**src/design/icl_pkg.sv**
```systemverilog
// Package for the inode cache engine: slot record, link word, beat types,
// command and status codes, controller states. No dependencies.
`default_nettype none
package icl_pkg;

  localparam int SLOTS  = 128;
  localparam int SLOT_W = 7;
  localparam int CNT_W  = 8;
  localparam int TAG_W  = 16;
  localparam logic [TAG_W-1:0] COUNT_MAX = 16'hFFFF;

  localparam logic [1:0] CMD_GET    = 2'd0;
  localparam logic [1:0] CMD_PUT    = 2'd1;
  localparam logic [1:0] CMD_DIRTY  = 2'd2;
  localparam logic [1:0] CMD_ACTIVE = 2'd3;

  localparam logic [2:0] ST_OK    = 3'd0;
  localparam logic [2:0] ST_BUSY  = 3'd1;
  localparam logic [2:0] ST_FULL  = 3'd2;
  localparam logic [2:0] ST_BAD   = 3'd3;
  localparam logic [2:0] ST_REFER = 3'd4;
  localparam logic [2:0] ST_SAT   = 3'd5;

  typedef struct packed {
    logic [1:0]        cmd;
    logic [TAG_W-1:0]  device;
    logic [TAG_W-1:0]  inode_number;
    logic [SLOT_W-1:0] slot_in;
    logic              link_count_zero;
  } icl_req_t;

  typedef struct packed {
    logic [2:0]        status;
    logic [SLOT_W-1:0] slot_out;
    logic              need_disk_read;
    logic              need_truncate_free;
    logic              need_writeback;
    logic              active_found;
  } icl_rsp_t;

  typedef struct packed {
    logic [TAG_W-1:0] tag_device;
    logic [TAG_W-1:0] tag_inode;
    logic [TAG_W-1:0] ref_count;
    logic             lock_bit;
    logic             dirty_bit;
  } icl_rec_t;

  typedef struct packed {
    logic              re;
    logic [SLOT_W-1:0] raddr;
    logic              we;
    logic [SLOT_W-1:0] waddr;
    icl_rec_t          wdata;
  } icl_rec_port_t;

  typedef struct packed {
    logic [SLOT_W-1:0] nxt;
    logic [SLOT_W-1:0] prv;
  } icl_lnk_t;

  typedef struct packed {
    logic              re;
    logic [SLOT_W-1:0] raddr;
    logic              we_next;
    logic              we_prev;
    logic [SLOT_W-1:0] waddr;
    logic [SLOT_W-1:0] wdata;
  } icl_lnk_port_t;

  typedef enum logic [3:0] {
    S_IDLE, S_SCAN, S_GET_EV, S_MISS_EV, S_UNL_RD, S_UNL_EV, S_UNL_B,
    S_REC_RD, S_REC_EV, S_APP_A, S_APP_B, S_DONE
  } icl_state_t;

endpackage
`default_nettype wire

```
**src/design/icl_link_ram.sv**
```systemverilog
// Free-list link memory: next and prev per slot, written one field at a time.
// Depends on icl_pkg. Unwritten entries read as the reset chain.
`default_nettype none
module icl_link_ram (
  input  wire                   clk,
  input  wire                   rst,
  input  icl_pkg::icl_lnk_port_t port,
  output icl_pkg::icl_lnk_t     rdata
);
  import icl_pkg::*;

  logic [SLOTS-1:0] vld;
  icl_lnk_t         mem [SLOTS];

  function automatic logic [SLOT_W-1:0] init_next(input logic [SLOT_W-1:0] i);
    init_next = (i == '0) ? '0 : i - 1'b1;
  endfunction

  function automatic logic [SLOT_W-1:0] init_prev(input logic [SLOT_W-1:0] i);
    init_prev = (i == SLOT_W'(SLOTS - 1)) ? '0 : i + 1'b1;
  endfunction

  always_ff @(posedge clk) begin
    if (rst) begin
      vld <= '0;
    end else if (port.we_next || port.we_prev) begin
      vld[port.waddr] <= 1'b1;
    end
  end

  // untouched field of a first write takes its reset value
  always_ff @(posedge clk) begin
    if (port.we_next || port.we_prev) begin
      if (port.we_next) begin
        mem[port.waddr].nxt <= port.wdata;
      end else if (!vld[port.waddr]) begin
        mem[port.waddr].nxt <= init_next(port.waddr);
      end
      if (port.we_prev) begin
        mem[port.waddr].prv <= port.wdata;
      end else if (!vld[port.waddr]) begin
        mem[port.waddr].prv <= init_prev(port.waddr);
      end
    end
  end

  always_ff @(posedge clk) begin
    if (port.re) begin
      if (vld[port.raddr]) begin
        rdata <= mem[port.raddr];
      end else begin
        rdata.nxt <= init_next(port.raddr);
        rdata.prv <= init_prev(port.raddr);
      end
    end
  end

endmodule
`default_nettype wire

```
**config.mk**
```make
export PLATFORM = sky130hd
export DESIGN_NAME = icl_link_ram
export DESIGN_NICKNAME = d
export VERILOG_FILES = /design/src/design/icl_pkg.sv /design/src/design/icl_link_ram.sv
export SDC_FILE = /design/constraint.sdc
export NUM_CORES = 2
export LEC_CHECK = 0
export BUFFER_PORTS_ARGS = -buffer_cell sky130_fd_sc_hd__buf_2
export CAP_MARGIN = 20
export CORE_AREA = 2 2 363 365
export CTS_CLUSTER_DIAMETER = 50
export DETAILED_ROUTE_END_ITERATION = 12
export DIE_AREA = 0 0 365 367
export PLACE_DENSITY_LB_ADDON = 0.12
export SYNTH_ARGS = -nofsm -noshare
export SYNTH_HDL_FRONTEND = slang
export SYNTH_SLANG_ARGS = --single-unit
```
**constraint.sdc**
```tcl
create_clock -name clk -period 9.98 [get_ports clk]
set_clock_uncertainty 0.15 [all_clocks]
set_input_delay 0.499 -clock clk [delete_from_list [all_inputs] [get_ports clk]]
set_output_delay 0.499 -clock clk [all_outputs]
set_load 0.1 [all_outputs]
```
Yosys cells after proc, flatten, opt, wreduce, memory -nomap -nowiden --
Memory sizes are Yosys's and may differ from the RTL's. Index checks and enable logic that the tools add are counted.
Storage, ports and cells: bits in writable memories 1792, word-level logic and storage cells 46, output and inout port bits 14, memories 1, flip-flop bits (word level) 142, input port bits 26
Memories:
- mem | depth 128, bits a word 14, read ports 1, clocked after memory_dff 0, write ports 1, line icl_link_ram.sv:13 | icl_lnk_t mem [SLOTS];
Operators by class: multiplexer cells 26, bitwise operators 3, eq/ne operators 2, reductions and logical operators 4, add/subtract/negate cells 4, magnitude comparators 3
Operator list (count):
- 128-bit OR | 1
- 7-bit 2-to-1 mux | 6
- 7-bit by 8-bit < comparator with 1-bit output (second input constant) | 2
- 1-bit 2-to-1 mux | 16
- 7-bit by 1-bit adder with 7-bit output (second input constant) | 2
- 1-bit binary-select mux with 7-bit select | 2
- 7-bit equality test (second input constant) | 2
- 7-bit logical NOT | 2
- 14-bit 2-to-1 mux | 1
- 7-bit by 1-bit subtractor with 7-bit output (second input constant) | 2
- 1-bit demux with 7-bit select | 1
- 7-bit by 1-bit >= comparator with 1-bit output (second input constant) | 1
- 1-bit OR | 2
- 1-bit logical AND | 1
- 1-bit logical OR | 1

Longest topological paths before layout --
depth in word-level cells 7, mapped depth 14

Least setup slack after synthesis --
Ideal clock, no wire load.
path type input to register, from input port port[7] (netlist name), to memory mem[0][4] (netlist name), data pin, path slack 6.102 ns, required time 9.452 ns, buffers on the path 2, stages on the path 9, arrival 3.350 ns, path through buf_2 buf_2 mux2i_1 nor2_1 o41ai_1 nand4_1 a211oi_2 nand4_1 mux2_2
Between the ends: word-level cells in the longest chain between the ends 7, elaborated cells on any way between the ends 10
Ends and longest elaborated chain:
- from (decl) | line icl_link_ram.sv:7 | input icl_pkg::icl_lnk_port_t port,
- 1-bit binary-select mux with 7-bit select | line icl_link_ram.sv:41 | end else if (!vld[port.waddr]) begin
- 1-bit 2-to-1 mux (implied by the code) | line icl_link_ram.sv:41
- 1-bit 2-to-1 mux | line icl_link_ram.sv:41
- 1-bit 2-to-1 mux | line icl_link_ram.sv:39 | if (port.we_prev) begin
- 1-bit 2-to-1 mux | line icl_link_ram.sv:33 | if (port.we_next || port.we_prev) begin
- 1-bit 2-to-1 mux (implied by the code) | line icl_link_ram.sv:42 | mem[port.waddr].prv <= init_prev(port.waddr);
- 7-bit 2-to-1 mux (no source line) *
- to (decl) | line icl_link_ram.sv:13
Every way passes the cells marked *; elsewhere a longest branch is shown, timed or not. The select of a mux whose other input is x is not followed.

Worst setup path in the final report --
from input port port[7] (netlist name), to memory mem[122][2] (netlist name), data pin
The elaborated chain is that of the path after synthesis.

==> metrics.md <==
| Metric | Value |
|---|---|
| Syn nets | `4000` |
| First-pass GRT wire length | `299000 um` |
| Final Max Tran Viols | `0` |
| Initial antenna violation count | `10` |
| Hold path depth | `1` |
| Commonest non-fill, non-tap cells in the layout | `1806 x edfxtp_1, 543 x mux4_2, 327 x nor2_1, 199 x clkbuf_16, 171 x nand2_1` |
| Status | `complete, no violations` |
| DR vias | `41243` |
| DP HPWL | `129000 um` |
| R2R Setup Slk | `5.24 ns` |
| Worst hold path type | `input pin to register` |
| Final hold violations | `0` |
| Number of global-route vias before repair | `40265` |
| Lkg Pwr | `27.3 nW` |
| Crit path DAT | `5.58 ns` |
| Seq/Total Area, Yosys | `0.733` |
| H-tree depth | `4` |
| Mean routed wirelength per cell | `34.9 um` |
| Count of flip-flops with a built-in enable after synthesis | `1806` |
| Mapped Cells | `3970` |
| Port bufs | `39` |
| Synth Register Bits | `1934` |
| WP data required | `10.28 ns` |
| Drt drc | `0` |
| Tcrit/Tclk final | `0.529` |
| Total die area | `134000 sq um` |
| Syn_area_per_cell | `19.5 sq um` |
| RR Endpoint | `mem[122][2]` |
| Slew @ Worst Pin | `1.22 ns` |
| Row count | `133` |
| Synthesis Warnings | `0` |
| CP delay by family, top | `buffers and inverters` |
| Starting Density | `0.594` |
| RR Startpoint | `vld[69]` |
| Vias per cell | `6.90` |
| Post-CTS resize count | `0` |
| Number of buffer and inverter stages on the critical path | `4` |
| Slew HR | `0.184` |
| Commonest non-fill, non-tap cell in the layout | `edfxtp_1` |
| Top cell by count, worst path | `buf_4` |
| Initial DRC Count | `5993` |
| CP Launch Type | `input pin` |
| F_max | `0.189 GHz` |
| Die height | `367 um` |
| Post-synth cell types | `71` |
| Maximum fanout along the worst path | `93` |
| Layout cells sized above 1 | `0.249` |
| Largest net degree at the start of global routing | `129` |
| Width of the die | `365 um` |
| Final setup viols | `0` |
| Synth async-reset ratio | `0` |
| Total of max-cap violations | `0` |
| Detailed Routing Iterations Pass 1 | `6` |
| TNS Setup | `0 ns` |
| I/O pin count | `40` |
| CTS Sinks | `1934` |
| Most used flip-flop cell after synthesis | `edfxtp_1` |
| NumNets Final | `4095` |
| CP endpoint kind | `register` |
| CTS tree | `done` |
| Cell chain of the critical path | `buf_2 > buf_4 > clkinv_1 > a22oi_1 > o221ai_1 > a211oi_2 > nand4_1 > mux2_4 > buf_4` |
| Worst-Skew Late Latency | `0.84 ns` |
| GRT Total Usage | `0.319` |
| Clk pin slew, worst setup/hold paths | `0.06 ns` |
| Pwr/cell area | `203 nW/um^2` |
| Hold Startpoint | `port[23]` |
| Root Driver | `clkbuf_16` |
| Max incr delay on CP | `0.88 ns` |
| Area Overhead vs Synth | `11.1%` |
| Total grt overflow | `0` |
| Clk buf depth | `3` |
| Final Power | `0.0175 W` |
| TritonCTS buffer count | `194` |
| Synth Cell Area | `77500 sq um` |
| Placer Congestion | `0.953` |
| Unrepaired setup endpoints after global routing | `no` |
| Core area | `130000 sq um` |
| Min cycle time layout | `5.28 ns` |
| R2r worst-path depth | `7` |
| Antenna Nets Post-Route | `0` |
| Critical path class | `input pin to register` |
| Post-Route WL | `209000 um` |
| Peak VDD IR | `210 uV` |
| Hold Path End | `rdata[4]` |
| Slowest cell on crit path | `buf_4` |
[cells by family (layout without fill, tap and decap cells)]
logic type | count (synthesis) | after routing | synth area share
xor gates and xnor gates | 11 | 11 | 0.00124
adders and majority gates | 4 | 4 | 0.000646
DFF | 1934 | 1934 | 0.733
other | 0 | 2 | 0
AOI/OAI and AO/OA | 322 | 322 | 0.0265
muxes | 669 | 669 | 0.179
and+or+nand+nor | 761 | 761 | 0.0424
buffers and inverters | 269 | 522 | 0.0178
[layout make-up]
cell class                      instances  area, sq um
Antenna cell                            2         5.00
Clock buffer                          227         5080
Clock inverter                        127         1320
Fill cell                            8630        44400
Inverter                               10         45.0
Multi-Input combinational cell       1767        19500
Sequential cell                      1934        56800
Tap cell                             1755         2200
Timing Repair Buffer                  158         1150
[where the power goes]
| group | internal (W) | switching, W | total, W |
|---|---|---|---|
| Combinational | 0.000336 | 0.000797 | 0.00113 |
| Clock | 0.00427 | 0.00308 | 0.00735 |
| Sequential | 0.00901 | 0.0000196 | 0.00903 |
[registers in the layout (all words and copies together), names as in the netlist]
| register | count |
|---|---|
| mem | 1792 |
| rdata | 14 |
| vld | 128 |
[worst max-delay path by stage]
| stage | from | to | slack [ns] | depth (start not counted) |
|---|---|---|---|---|
| 6_report | port[7] | mem[122][2] | 4.70 | 9 |
| 5_1_grt | port[7] | mem[53][2] | 4.52 | 9 |
| 4_1_cts | port[7] | mem[122][2] | 4.85 | 9 |
| 3_5_place_dp | port[7] | mem[53][13] | 3.98 | 9 |
| 3_3_place_gp | port[7] | mem[54][13] | 4.11 | 9 |
| 2_1_floorplan | port[7] | mem[0][4] | 6.10 | 9 |
[layer usage]
metal / vias up / GRT usage / wire [um]
li1: 16526 / - / -
met1: 21585 / 0.470 / 81200
met2: 2686 / 0.464 / 95200
met3: 434 / 0.0902 / 24600
met4: 12 / 0.114 / 7800
met5: - / 0 / 72
[timing repair]
| action | 4_1_cts | 5_1_grt |
|---|---|---|
| endpoints found under the setup margin | 0 | 0 |
| hold buffers | 1 | 0 |
| hold endpoints to repair | 5 | 0 |
| setup buffers | 0 | 0 |
[stage by stage]
stage | hold WS, ns | instances | worst slack [ns] | util | cell area (sq um)
final | 0.0720 | 5980 | 4.70 | 0.660 | 86100
after global routing | 0.0643 | 5979 | 4.52 | 0.660 | 86100
after CTS | 0.0332 | 5956 | 4.85 | 0.659 | 86000
after detailed placement | 0.328 | 5601 | 3.98 | 0.610 | 79600
after global placement | 0.311 | 5600 | 4.11 | 0.610 | 79500
after floorplan | 0.292 | 3970 | 6.10 | - | 77500
[Yosys cell counts, types with 5 or more instances]
cell type / instances / share of area
buf_2: 104 / 0.0067
nand2_1: 175 / 0.0085
nand2b_1: 12 / 0.00097
xor2_1: 5 / 0.00056
mux2i_1: 73 / 0.0094
a21oi_1: 151 / 0.0097
buf_4: 26 / 0.0025
clkbuf_1: 100 / 0.0048
a221oi_1: 15 / 0.0017
buf_6: 13 / 0.0019
a31oi_1: 18 / 0.0015
mux4_2: 543 / 0.16
nor2_1: 332 / 0.016
o22ai_1: 10 / 0.00081
nand4_1: 7 / 0.00056
a22oi_1: 40 / 0.0039
nand3b_1: 8 / 0.00077
xnor2_1: 6 / 0.00068
buf_1: 13 / 0.00063
nor3_1: 144 / 0.0093
o211ai_1: 6 / 0.00058
mux2_2: 33 / 0.0048
nor2b_1: 17 / 0.0014
o21ai_0: 23 / 0.0015
and3_1: 6 / 0.00048
dfxtp_1: 128 / 0.033
nand3_1: 42 / 0.0027
mux4_1: 20 / 0.0068
or2_2: 6 / 0.00048
a221o_1: 5 / 0.00065
edfxtp_1: 1806 / 0.70
o221ai_1: 8 / 0.00090
(Power assumes the default switching activity.)
