## src/design/icl_pkg.sv

```systemverilog
// Package for the inode cache engine: slot record, link word, beat types,
// command and status codes, controller states. No dependencies.
`default_nettype none
package icl_pkg;

  localparam int SLOTS  = 128;
  localparam int SLOT_W = 7;
  localparam int CNT_W  = 8;
  localparam int TAG_W  = 16;
  localparam logic [TAG_W-1:0] COUNT_MAX = 16'hFFFF;

  localparam logic [1:0] CMD_GET    = 2'd0;
  localparam logic [1:0] CMD_PUT    = 2'd1;
  localparam logic [1:0] CMD_DIRTY  = 2'd2;
  localparam logic [1:0] CMD_ACTIVE = 2'd3;

  localparam logic [2:0] ST_OK    = 3'd0;
  localparam logic [2:0] ST_BUSY  = 3'd1;
  localparam logic [2:0] ST_FULL  = 3'd2;
  localparam logic [2:0] ST_BAD   = 3'd3;
  localparam logic [2:0] ST_REFER = 3'd4;
  localparam logic [2:0] ST_SAT   = 3'd5;

  typedef struct packed {
    logic [1:0]        cmd;
    logic [TAG_W-1:0]  device;
    logic [TAG_W-1:0]  inode_number;
    logic [SLOT_W-1:0] slot_in;
    logic              link_count_zero;
  } icl_req_t;

  typedef struct packed {
    logic [2:0]        status;
    logic [SLOT_W-1:0] slot_out;
    logic              need_disk_read;
    logic              need_truncate_free;
    logic              need_writeback;
    logic              active_found;
  } icl_rsp_t;

  typedef struct packed {
    logic [TAG_W-1:0] tag_device;
    logic [TAG_W-1:0] tag_inode;
    logic [TAG_W-1:0] ref_count;
    logic             lock_bit;
    logic             dirty_bit;
  } icl_rec_t;

  typedef struct packed {
    logic              re;
    logic [SLOT_W-1:0] raddr;
    logic              we;
    logic [SLOT_W-1:0] waddr;
    icl_rec_t          wdata;
  } icl_rec_port_t;

  typedef struct packed {
    logic [SLOT_W-1:0] nxt;
    logic [SLOT_W-1:0] prv;
  } icl_lnk_t;

  typedef struct packed {
    logic              re;
    logic [SLOT_W-1:0] raddr;
    logic              we_next;
    logic              we_prev;
    logic [SLOT_W-1:0] waddr;
    logic [SLOT_W-1:0] wdata;
  } icl_lnk_port_t;

  typedef enum logic [3:0] {
    S_IDLE, S_SCAN, S_GET_EV, S_MISS_EV, S_UNL_RD, S_UNL_EV, S_UNL_B,
    S_REC_RD, S_REC_EV, S_APP_A, S_APP_B, S_DONE
  } icl_state_t;

endpackage
`default_nettype wire

```

## src/design/icl_ctrl.sv

```systemverilog
// Command sequencer: slot scan, record update, free-list unlink and append.
// Depends on icl_pkg; drives the record and link memory ports.
`default_nettype none
module icl_ctrl (
  input  wire                    clk,
  input  wire                    rst,
  input  wire                    req_valid,
  output logic                   req_stall,
  input  icl_pkg::icl_req_t      req,
  input  wire                    res_free,
  output logic                   done,
  output icl_pkg::icl_rsp_t      res,
  output icl_pkg::icl_rec_port_t rec_port,
  input  icl_pkg::icl_rec_t      rec_rd,
  output icl_pkg::icl_lnk_port_t lnk_port,
  input  icl_pkg::icl_lnk_t      lnk_rd
);
  import icl_pkg::*;

  icl_state_t        state, state_next;
  icl_req_t          cur, cur_next;
  icl_rsp_t          res_next;
  logic [CNT_W-1:0]  scan_idx, scan_idx_next;
  logic              pend, pend_next;
  logic [SLOT_W-1:0] chk, chk_next;
  logic [SLOT_W-1:0] sel, sel_next;
  logic [SLOT_W-1:0] head, head_next;
  logic [SLOT_W-1:0] tail, tail_next;
  logic [CNT_W-1:0]  count, count_next;
  logic              g_match, a_match;
  logic [TAG_W-1:0]  ref_dec;
  logic              put_zero, put_dirty;

  always_ff @(posedge clk) begin
    if (rst) begin
      state <= S_IDLE;
      head  <= SLOT_W'(SLOTS - 1);
      tail  <= '0;
      count <= CNT_W'(SLOTS);
      pend  <= 1'b0;
    end else begin
      state <= state_next;
      head  <= head_next;
      tail  <= tail_next;
      count <= count_next;
      pend  <= pend_next;
    end
  end

  always_ff @(posedge clk) begin
    cur      <= cur_next;
    res      <= res_next;
    scan_idx <= scan_idx_next;
    chk      <= chk_next;
    sel      <= sel_next;
  end

  assign g_match = (rec_rd.tag_inode != '0) && (rec_rd.tag_inode == cur.inode_number) &&
                   (rec_rd.tag_device == cur.device);
  assign a_match = (rec_rd.ref_count != '0) && (rec_rd.tag_device == cur.device) &&
                   (rec_rd.tag_inode != TAG_W'(1));
  assign ref_dec   = rec_rd.ref_count - 1'b1;
  assign put_zero  = (ref_dec == '0);
  assign put_dirty = rec_rd.dirty_bit || (put_zero && cur.link_count_zero);

  always_comb begin
    state_next    = state;
    cur_next      = cur;
    res_next      = res;
    scan_idx_next = scan_idx;
    pend_next     = pend;
    chk_next      = chk;
    sel_next      = sel;
    head_next     = head;
    tail_next     = tail;
    count_next    = count;
    rec_port      = '0;
    lnk_port      = '0;
    done          = 1'b0;
    req_stall     = (state != S_IDLE);
    case (state)
      S_IDLE: begin
        if (req_valid) begin
          cur_next      = req;
          res_next      = '0;
          scan_idx_next = '0;
          pend_next     = 1'b0;
          case (req.cmd)
            CMD_GET: begin
              if (req.inode_number == '0) begin
                res_next.status = ST_BAD;
                state_next      = S_DONE;
              end else begin
                state_next = S_SCAN;
              end
            end
            CMD_ACTIVE: state_next = S_SCAN;
            default: begin
              if ({1'b0, req.slot_in} >= CNT_W'(SLOTS)) begin
                res_next.status = ST_BAD;
                state_next      = S_DONE;
              end else begin
                state_next = S_REC_RD;
              end
            end
          endcase
        end
      end
      S_SCAN: begin
        if (pend && ((cur.cmd == CMD_GET) ? g_match : a_match)) begin
          if (cur.cmd == CMD_GET) begin
            sel_next   = chk;
            state_next = S_GET_EV;
          end else begin
            res_next.active_found = 1'b1;
            state_next            = S_DONE;
          end
        end else if (scan_idx == CNT_W'(SLOTS)) begin
          state_next = (cur.cmd == CMD_GET) ? S_MISS_EV : S_DONE;
        end else begin
          rec_port.re    = 1'b1;
          rec_port.raddr = scan_idx[SLOT_W-1:0];
          chk_next       = scan_idx[SLOT_W-1:0];
          scan_idx_next  = scan_idx + 1'b1;
          pend_next      = 1'b1;
        end
      end
      S_GET_EV: begin
        if (rec_rd.lock_bit) begin
          res_next.status = ST_BUSY;
          state_next      = S_DONE;
        end else if (rec_rd.ref_count == COUNT_MAX) begin
          res_next.status = ST_SAT;
          state_next      = S_DONE;
        end else begin
          rec_port.we                = 1'b1;
          rec_port.waddr             = sel;
          rec_port.wdata             = rec_rd;
          rec_port.wdata.ref_count   = rec_rd.ref_count + 1'b1;
          rec_port.wdata.lock_bit    = 1'b1;
          res_next.slot_out          = sel;
          state_next = (rec_rd.ref_count == '0) ? S_UNL_RD : S_DONE;
        end
      end
      S_MISS_EV: begin
        if (count == '0) begin
          res_next.status = ST_FULL;
          state_next      = S_DONE;
        end else begin
          sel_next                 = head;
          rec_port.we              = 1'b1;
          rec_port.waddr           = head;
          rec_port.wdata           = '0;
          rec_port.wdata.tag_device = cur.device;
          rec_port.wdata.tag_inode = cur.inode_number;
          rec_port.wdata.ref_count = TAG_W'(1);
          rec_port.wdata.lock_bit  = 1'b1;
          res_next.slot_out        = head;
          res_next.need_disk_read  = 1'b1;
          state_next               = S_UNL_RD;
        end
      end
      S_UNL_RD: begin
        if (count == '0) begin
          state_next = S_DONE;
        end else if (count == CNT_W'(1)) begin
          count_next = '0;
          state_next = S_DONE;
        end else begin
          lnk_port.re    = 1'b1;
          lnk_port.raddr = sel;
          state_next     = S_UNL_EV;
        end
      end
      S_UNL_EV: begin
        if (sel == head) begin
          head_next = lnk_rd.nxt;
        end else begin
          lnk_port.we_next = 1'b1;
          lnk_port.waddr   = lnk_rd.prv;
          lnk_port.wdata   = lnk_rd.nxt;
        end
        state_next = S_UNL_B;
      end
      S_UNL_B: begin
        if (sel == tail) begin
          tail_next = lnk_rd.prv;
        end else begin
          lnk_port.we_prev = 1'b1;
          lnk_port.waddr   = lnk_rd.nxt;
          lnk_port.wdata   = lnk_rd.prv;
        end
        count_next = count - 1'b1;
        state_next = S_DONE;
      end
      S_REC_RD: begin
        rec_port.re    = 1'b1;
        rec_port.raddr = cur.slot_in;
        sel_next       = cur.slot_in;
        state_next     = S_REC_EV;
      end
      S_REC_EV: begin
        if (cur.cmd == CMD_DIRTY) begin
          rec_port.we              = 1'b1;
          rec_port.waddr           = sel;
          rec_port.wdata           = rec_rd;
          rec_port.wdata.dirty_bit = 1'b1;
          state_next               = S_DONE;
        end else if (rec_rd.ref_count == '0) begin
          res_next.status = ST_REFER;
          state_next      = S_DONE;
        end else begin
          rec_port.we                 = 1'b1;
          rec_port.waddr              = sel;
          rec_port.wdata              = rec_rd;
          rec_port.wdata.ref_count    = ref_dec;
          rec_port.wdata.lock_bit     = 1'b0;
          rec_port.wdata.dirty_bit    = 1'b0;
          res_next.need_truncate_free = put_zero && cur.link_count_zero;
          res_next.need_writeback     = put_dirty;
          state_next = put_zero ? S_APP_A : S_DONE;
        end
      end
      S_APP_A: begin
        if (count == '0) begin
          head_next  = sel;
          tail_next  = sel;
          count_next = count + 1'b1;
          state_next = S_DONE;
        end else begin
          lnk_port.we_next = 1'b1;
          lnk_port.waddr   = tail;
          lnk_port.wdata   = sel;
          state_next       = S_APP_B;
        end
      end
      S_APP_B: begin
        lnk_port.we_prev = 1'b1;
        lnk_port.waddr   = sel;
        lnk_port.wdata   = tail;
        tail_next        = sel;
        count_next       = count + 1'b1;
        state_next       = S_DONE;
      end
      S_DONE: begin
        done = 1'b1;
        if (res_free) begin
          state_next = S_IDLE;
        end
      end
      default: state_next = S_IDLE;
    endcase
  end

  a_count_range: assert property (@(posedge clk) disable iff (rst)
    count <= CNT_W'(SLOTS))
    else $error("free count above slot total");

  a_idle_quiet: assert property (@(posedge clk) disable iff (rst)
    (state == S_IDLE) |-> !rec_port.we && !lnk_port.we_next && !lnk_port.we_prev)
    else $error("memory write while idle");

  a_status_code: assert property (@(posedge clk) disable iff (rst)
    done |-> res.status <= ST_SAT)
    else $error("undefined status code");

  a_count_step: assert property (@(posedge clk) disable iff (rst)
    (state == S_UNL_B) |=> count == $past(count) - 1'b1)
    else $error("unlink did not drop free count");

endmodule
`default_nettype wire

```

## config.mk

```make
export PLATFORM = sky130hd
export DESIGN_NAME = icl_ctrl
export DESIGN_NICKNAME = d
export VERILOG_FILES = /design/src/design/icl_pkg.sv /design/src/design/icl_ctrl.sv
export SDC_FILE = /design/constraint.sdc
export NUM_CORES = 1
export LEC_CHECK = 0
export BUFFER_PORTS_ARGS = -buffer_cell sky130_fd_sc_hd__clkbuf_2
export CAP_MARGIN = 20
export CORE_MARGIN = 3
export CORE_UTILIZATION = 53
export DETAILED_ROUTE_END_ITERATION = 7
export PLACE_DENSITY = 0.82
export SLEW_MARGIN = 20
export SYNTH_ARGS = -nofsm -noshare
export SYNTH_HDL_FRONTEND = slang
export SYNTH_SLANG_ARGS = --single-unit
```

## constraint.sdc

```tcl
create_clock -name clk -period 3.57 [get_ports clk]
set_clock_uncertainty 0.05 [all_clocks]
set_input_delay 0.1785 -clock clk [delete_from_list [all_inputs] [get_ports clk]]
set_output_delay 0.1785 -clock clk [all_outputs]
set_load 0.01 [all_outputs]
```

# Word level (Yosys, flattened, before mapping)

Index checks and enable logic that the tools add are counted.

$add $sub $neg: 5
Multipliers: 0
Div/mod/pow operators: 0
Order comparisons: 0
Eq/ne operators: 42
Shift-type cells: 0
Mux-type cells: 82
Bitwise operators: 2
Reductions and logical operators: 40

Operator list:

| kind                                                                     | count |
|---|---|
| 58-bit 2-to-1 mux                                                        | 5 |
| 58-bit case mux with 3 select lines                                      | 1 |
| 8-bit 2-to-1 mux                                                         | 12 |
| 7-bit case mux with 3 select lines                                       | 3 |
| 4-bit 2-to-1 mux                                                         | 14 |
| 7-bit 2-to-1 mux                                                         | 8 |
| 14-bit case mux with 4 select lines                                      | 1 |
| 16-bit zero test                                                         | 3 |
| 4-bit case mux with 11 select lines                                      | 1 |
| 14-bit 2-to-1 mux                                                        | 3 |
| 2-bit inequality test, second input constant                             | 19 |
| 16-bit equality test                                                     | 2 |
| 8-bit case mux with 2 select lines                                       | 2 |
| 8-bit case mux with 4 select lines                                       | 1 |
| 16-bit nonzero test                                                      | 2 |
| 16-bit by 1-bit adder with 16-bit output, second input constant          | 1 |
| 8-bit by 1-bit adder with 8-bit output, second input constant            | 2 |
| 16-bit equality test, second input constant                              | 1 |
| 4-bit by 3-bit equality test with 1-bit output, second input constant    | 4 |
| 4-bit equality test, second input constant                               | 4 |
| 16-bit by 1-bit inequality test with 1-bit output, second input constant | 1 |
| 4-bit AND reduction                                                      | 4 |
| 16-bit by 1-bit subtractor with 16-bit output, second input constant     | 1 |
| 15-bit 2-to-1 mux                                                        | 1 |
| other kinds (30)                                                         | 75 |

Bits in registers: 105
Latch bits: 0
Bits in writable memories: 0
Bits in read-only memories: 0
Output and inout port bits: 106
Memories: 0

# Longest topological paths before layout

Depth in word-level cells: 7
Mapped depth: 11
Mapped depth without buffers: 9

# Worst setup path after synthesis

OpenSTA, ideal clock, no wires.

Path type: reg2reg
Start point: register state[1]
End point: register res[10] (netlist bit) (enable)
Data arrival time: 2.360 ns
Data required time: 3.108 ns
Slack: 0.748 ns
Stages on the path, launching flop included: 5
Period minus slack after synthesis: 2.822 ns
Cells stage by stage: dfxtp_1 clkbuf_1 clkbuf_1 o21ai_0 a2111oi_0

Longest elaborated chain between the ends: 3

RTL lines:

| what                                                                              | line           | RTL |
|---|---|---|
| start, declared                                                                   | icl_ctrl.sv:20 | `icl_state_t state, state_next;` |
| start signal, assigned                                                            | icl_ctrl.sv:42 | `state <= state_next;` |
| 4-bit by 2-bit equality test with 1-bit output or 4-bit zero test (tied branches) | icl_ctrl.sv:81 | `case (state)` |
| 2-bit inequality test (no line) or 3-bit nonzero test (tied branches)             | -              |  |
| 5-bit AND reduction (no line) *                                                   | -              |  |
| end signal, assigned                                                              | icl_ctrl.sv:52 | `res <= res_next;` |
| end, declared                                                                     | icl_ctrl.sv:12 | `output icl_pkg::icl_rsp_t res,` |

Mark *: on every way between the ends. The rest lies on a longest branch, timed or not.
A chain may end at the register's enable or synchronous reset.

==> impl_metrics.tcl <==
set metrics [dict create \
    status "finished clean" \
    port_buffers 215 \
    synth_area_leader_cell "edfxtp_1" \
    intPower_w 0.00343 \
    vias_per_cell 6.18 \
    setup_slack_ns 0.302 \
    setup_violations 0 \
    grt_use_total 0.314 \
    detail-route-antenna-nets 0 \
    coreArea_um2 13300 \
    num_rows 42 \
    cts_tree "done" \
    die_area_um2 15100 \
    ys_types 70 \
    cts_root_buffer "clkbuf_16" \
    drv_cap 0 \
    synth_top_area_frac 0.324 \
    start_kind "register" \
    cp_max_fo 20 \
    num_vias 7663 \
    async_reset_ff_frac 0 \
    slowest_stage "nor3_1" \
    leakage_nw 3.86 \
    crit_start "state[3]" \
    whs_ns 0.0514 \
    h-tree-depth 3 \
    pwr-share-seq 0.355 \
    worstPathArrival_ns 3.04 \
    max_freq_mhz 306 \
    synth.ff_latch_count 105 \
    crit_chain "nor3_1 -> nand2_1 -> inv_1 -> and2_1 -> nand2_1 -> o21ai_0 -> clkbuf_2" \
    max-vdd-ir-drop_mv 0.502 \
    grt_max_degree 43 \
    gp_congestion 0.958 \
    yosysMostFrequentCell "nand2_1" \
    layoutNonFillerInstCount 1239 \
    min_period_ns 3.27 \
    antenna_found_initial 0 \
    grt_pass1_wl_um 37100 \
    reg2reg_to "chk[3]" \
    io_pins 216 \
    required_ns 3.34 \
    clkPwrFrac 0.180 \
    reg2reg_slack_ns 0.72 \
    die_w_um 123 \
    slew_headroom 0.482 \
    rsz0062_at_grt "false" \
    cp-endpoint "rec_port[59]" \
    slew_viol_final 0 \
    sw_frac_of_total 0.421 \
    drc 0 \
    hold_path.class "in2reg" \
    worst_setup_path_end_kind "output pin" \
    grt_pass1_vias 7096 \
    reg2reg_depth 6 \
    critPathMaxStageDelay_ns 0.65 \
    drt_iter0_drc 860 \
    synth_area_um2 7220 \
    cp.depth 7 \
    clock_latency_ns 0.36 \
    dp_cells 1181 \
    start_util 0.543 \
    drive_gt1_frac 0.266 \
    first_pass_iters 8 \
    place_ws_ns 0.699 \
    p_comb_frac 0.466 \
    worst_pin_slew_ns 0.774 \
    synthTopCellsByCount "nand2_1 (118), edfxtp_1 (78), nor2_1 (67), o21ai_0 (54), a22o_1 (47)" \
    synthCells 823 \
    diodes 0 \
    synth_flop_cell "edfxtp_1" \
    period_share 0.915 \
    clock_sinks 105 \
    cts_setup_buffers 0 \
    synth_enable_flop_cells 78 \
    fin_nets 1177 \
    p_switching_w 0.00249 \
    syn-num-nets 942 \
    cp_top_family "simple AND/OR/NAND/NOR gates" \
    yosysWarnings 0 \
    path_buf_inv 2 \
    numCtsBuffers 9 \
    path_class "reg2out" \
    die_y_um 123 \
    wire_per_inst_um 19.2 \
    dpl.hpwl_um 16700 \
    yosysSeqAreaShare 0.399 \
    syn_to_final_growth_pct 27.9 \
    finalSetupTns_ns 0 \
    totalWireLength_um 23800 \
    cts_buffer_depth 2 \
    cts.reportedPaths.clkPinSlew_ns 0.08 \
    cpMostUsedCell "nand2_1" \
    overflow 0 \
    ys_top_cells_by_area "edfxtp_1 (32%), dfxtp_1 (7.5%), nand2_1 (6.1%), a22o_1 (5.7%), xnor2_1 (5.1%)" \
    powerDensity_nw_per_um2 641 \
    total_power_w 0.00592 \
    r2r-start "state[3]" \
    synth.avg_cell_area_um2 8.78 \
    final_hold_viol_count 0 \
]
-- cell type report --
type / count / area (µm²)
Clock buffer: 9 / 225
Clock inverter: 7 / 98.8
Fill cell: 1080 / 4060
Inverter: 26 / 97.6
Multi-Input combinational cell: 632 / 4020
Sequential cell: 105 / 2880
Tap cell: 176 / 220
Timing Repair Buffer: 284 / 1700
-- worst min-delay path: stages --
cell	delay, ns
clkbuf_2	0.10
nand2_1	0.05
a311oi_1	0.08
-- registers in the layout, indices dropped and copies added (netlist names) --
register	cells
cur	42
res	14
count	8
scan_idx	8
chk	7
head	7
sel	7
tail	7
state	4
pend	1
-- cell families (layout without fill, tap and decap cells) --
family	after synthesis	after routing	synth area share
fa+ha+maj	9	9	0.0156
flops	105	105	0.399
simple gates	329	329	0.222
buf+inv	86	326	0.0476
mux	15	15	0.0222
xor+xnor	61	61	0.0740
compound gates	218	218	0.220
-- repair_timing --
| item | 4_1_cts | 5_1_grt |
|---|---|---|
| hold endpoints to repair | 42 | 0 |
| setup endpoints to repair | 0 | 2 |
| hold buffers | 42 | 0 |
| resized for setup | 0 | 1 |
-- placed cells by master, fill, tap and decap left out, types with 7 or more instances in the layout --
| cell type | count |
|---|---|
| ha_1 | 9 |
| xnor2_1 | 42 |
| nand3_1 | 23 |
| inv_1 | 24 |
| nand2_1 | 118 |
| nor2_1 | 67 |
| buf_4 | 27 |
| a22o_1 | 47 |
| clkbuf_2 | 215 |
| and3_1 | 10 |
| and2_1 | 11 |
| a21oi_1 | 29 |
| a222oi_1 | 14 |
| nand4_1 | 14 |
| nor4_1 | 23 |
| a311oi_1 | 9 |
| nor3_1 | 26 |
| edfxtp_1 | 78 |
| mux2_2 | 8 |
| or3_1 | 8 |
| dfxtp_1 | 27 |
| o21ai_0 | 54 |
| dlygate4sd3_1 | 42 |
| xor2_1 | 19 |
| clkbuf_16 | 9 |
| mux2i_1 | 7 |
-- power by group through the flow --
stage	Combinational [W]	Clock [W]	Sequential [W]
3_5_place_dp	0.00265	0	0.00212
2_1_floorplan	0.00173	0	0.00201
6_report	0.00276	0.00106	0.00210
4_1_cts	0.00271	0.00108	0.00209
3_3_place_gp	0.00262	0	0.00210
5_1_grt	0.00300	0.00113	0.00214
-- per-stage QoR --
step / util / area [µm²]
floorplan: - / 7220
finish: 0.695 / 9240
detailed placement: 0.638 / 8490
global route: 0.695 / 9240
global placement: 0.638 / 8490
CTS: 0.694 / 9230
-- worst min path at each step --
stage / from / to / cells past startpoint
floorplan: req[0] / cur[0] / 0
global placement: req[27] / cur[27] / 1
detailed placement: req[32] / cur[32] / 1
CTS: lnk_rd[6] / tail[6] / 3
global route: lnk_rd[0] / tail[0] / 3
finish: lnk_rd[3] / tail[3] / 3
-- per-layer routing --
| metal | up-vias | track usage | part of all wire |
|---|---|---|---|
| li1 | 3565 | - | - |
| met1 | 3595 | 0.416 | 0.40 |
| met2 | 453 | 0.508 | 0.47 |
| met3 | 50 | 0.0797 | 0.098 |
| met4 | 0 | 0.0938 | 0.026 |
| met5 | - | 0 | 0 |
(Power assumes the default switching activity.)
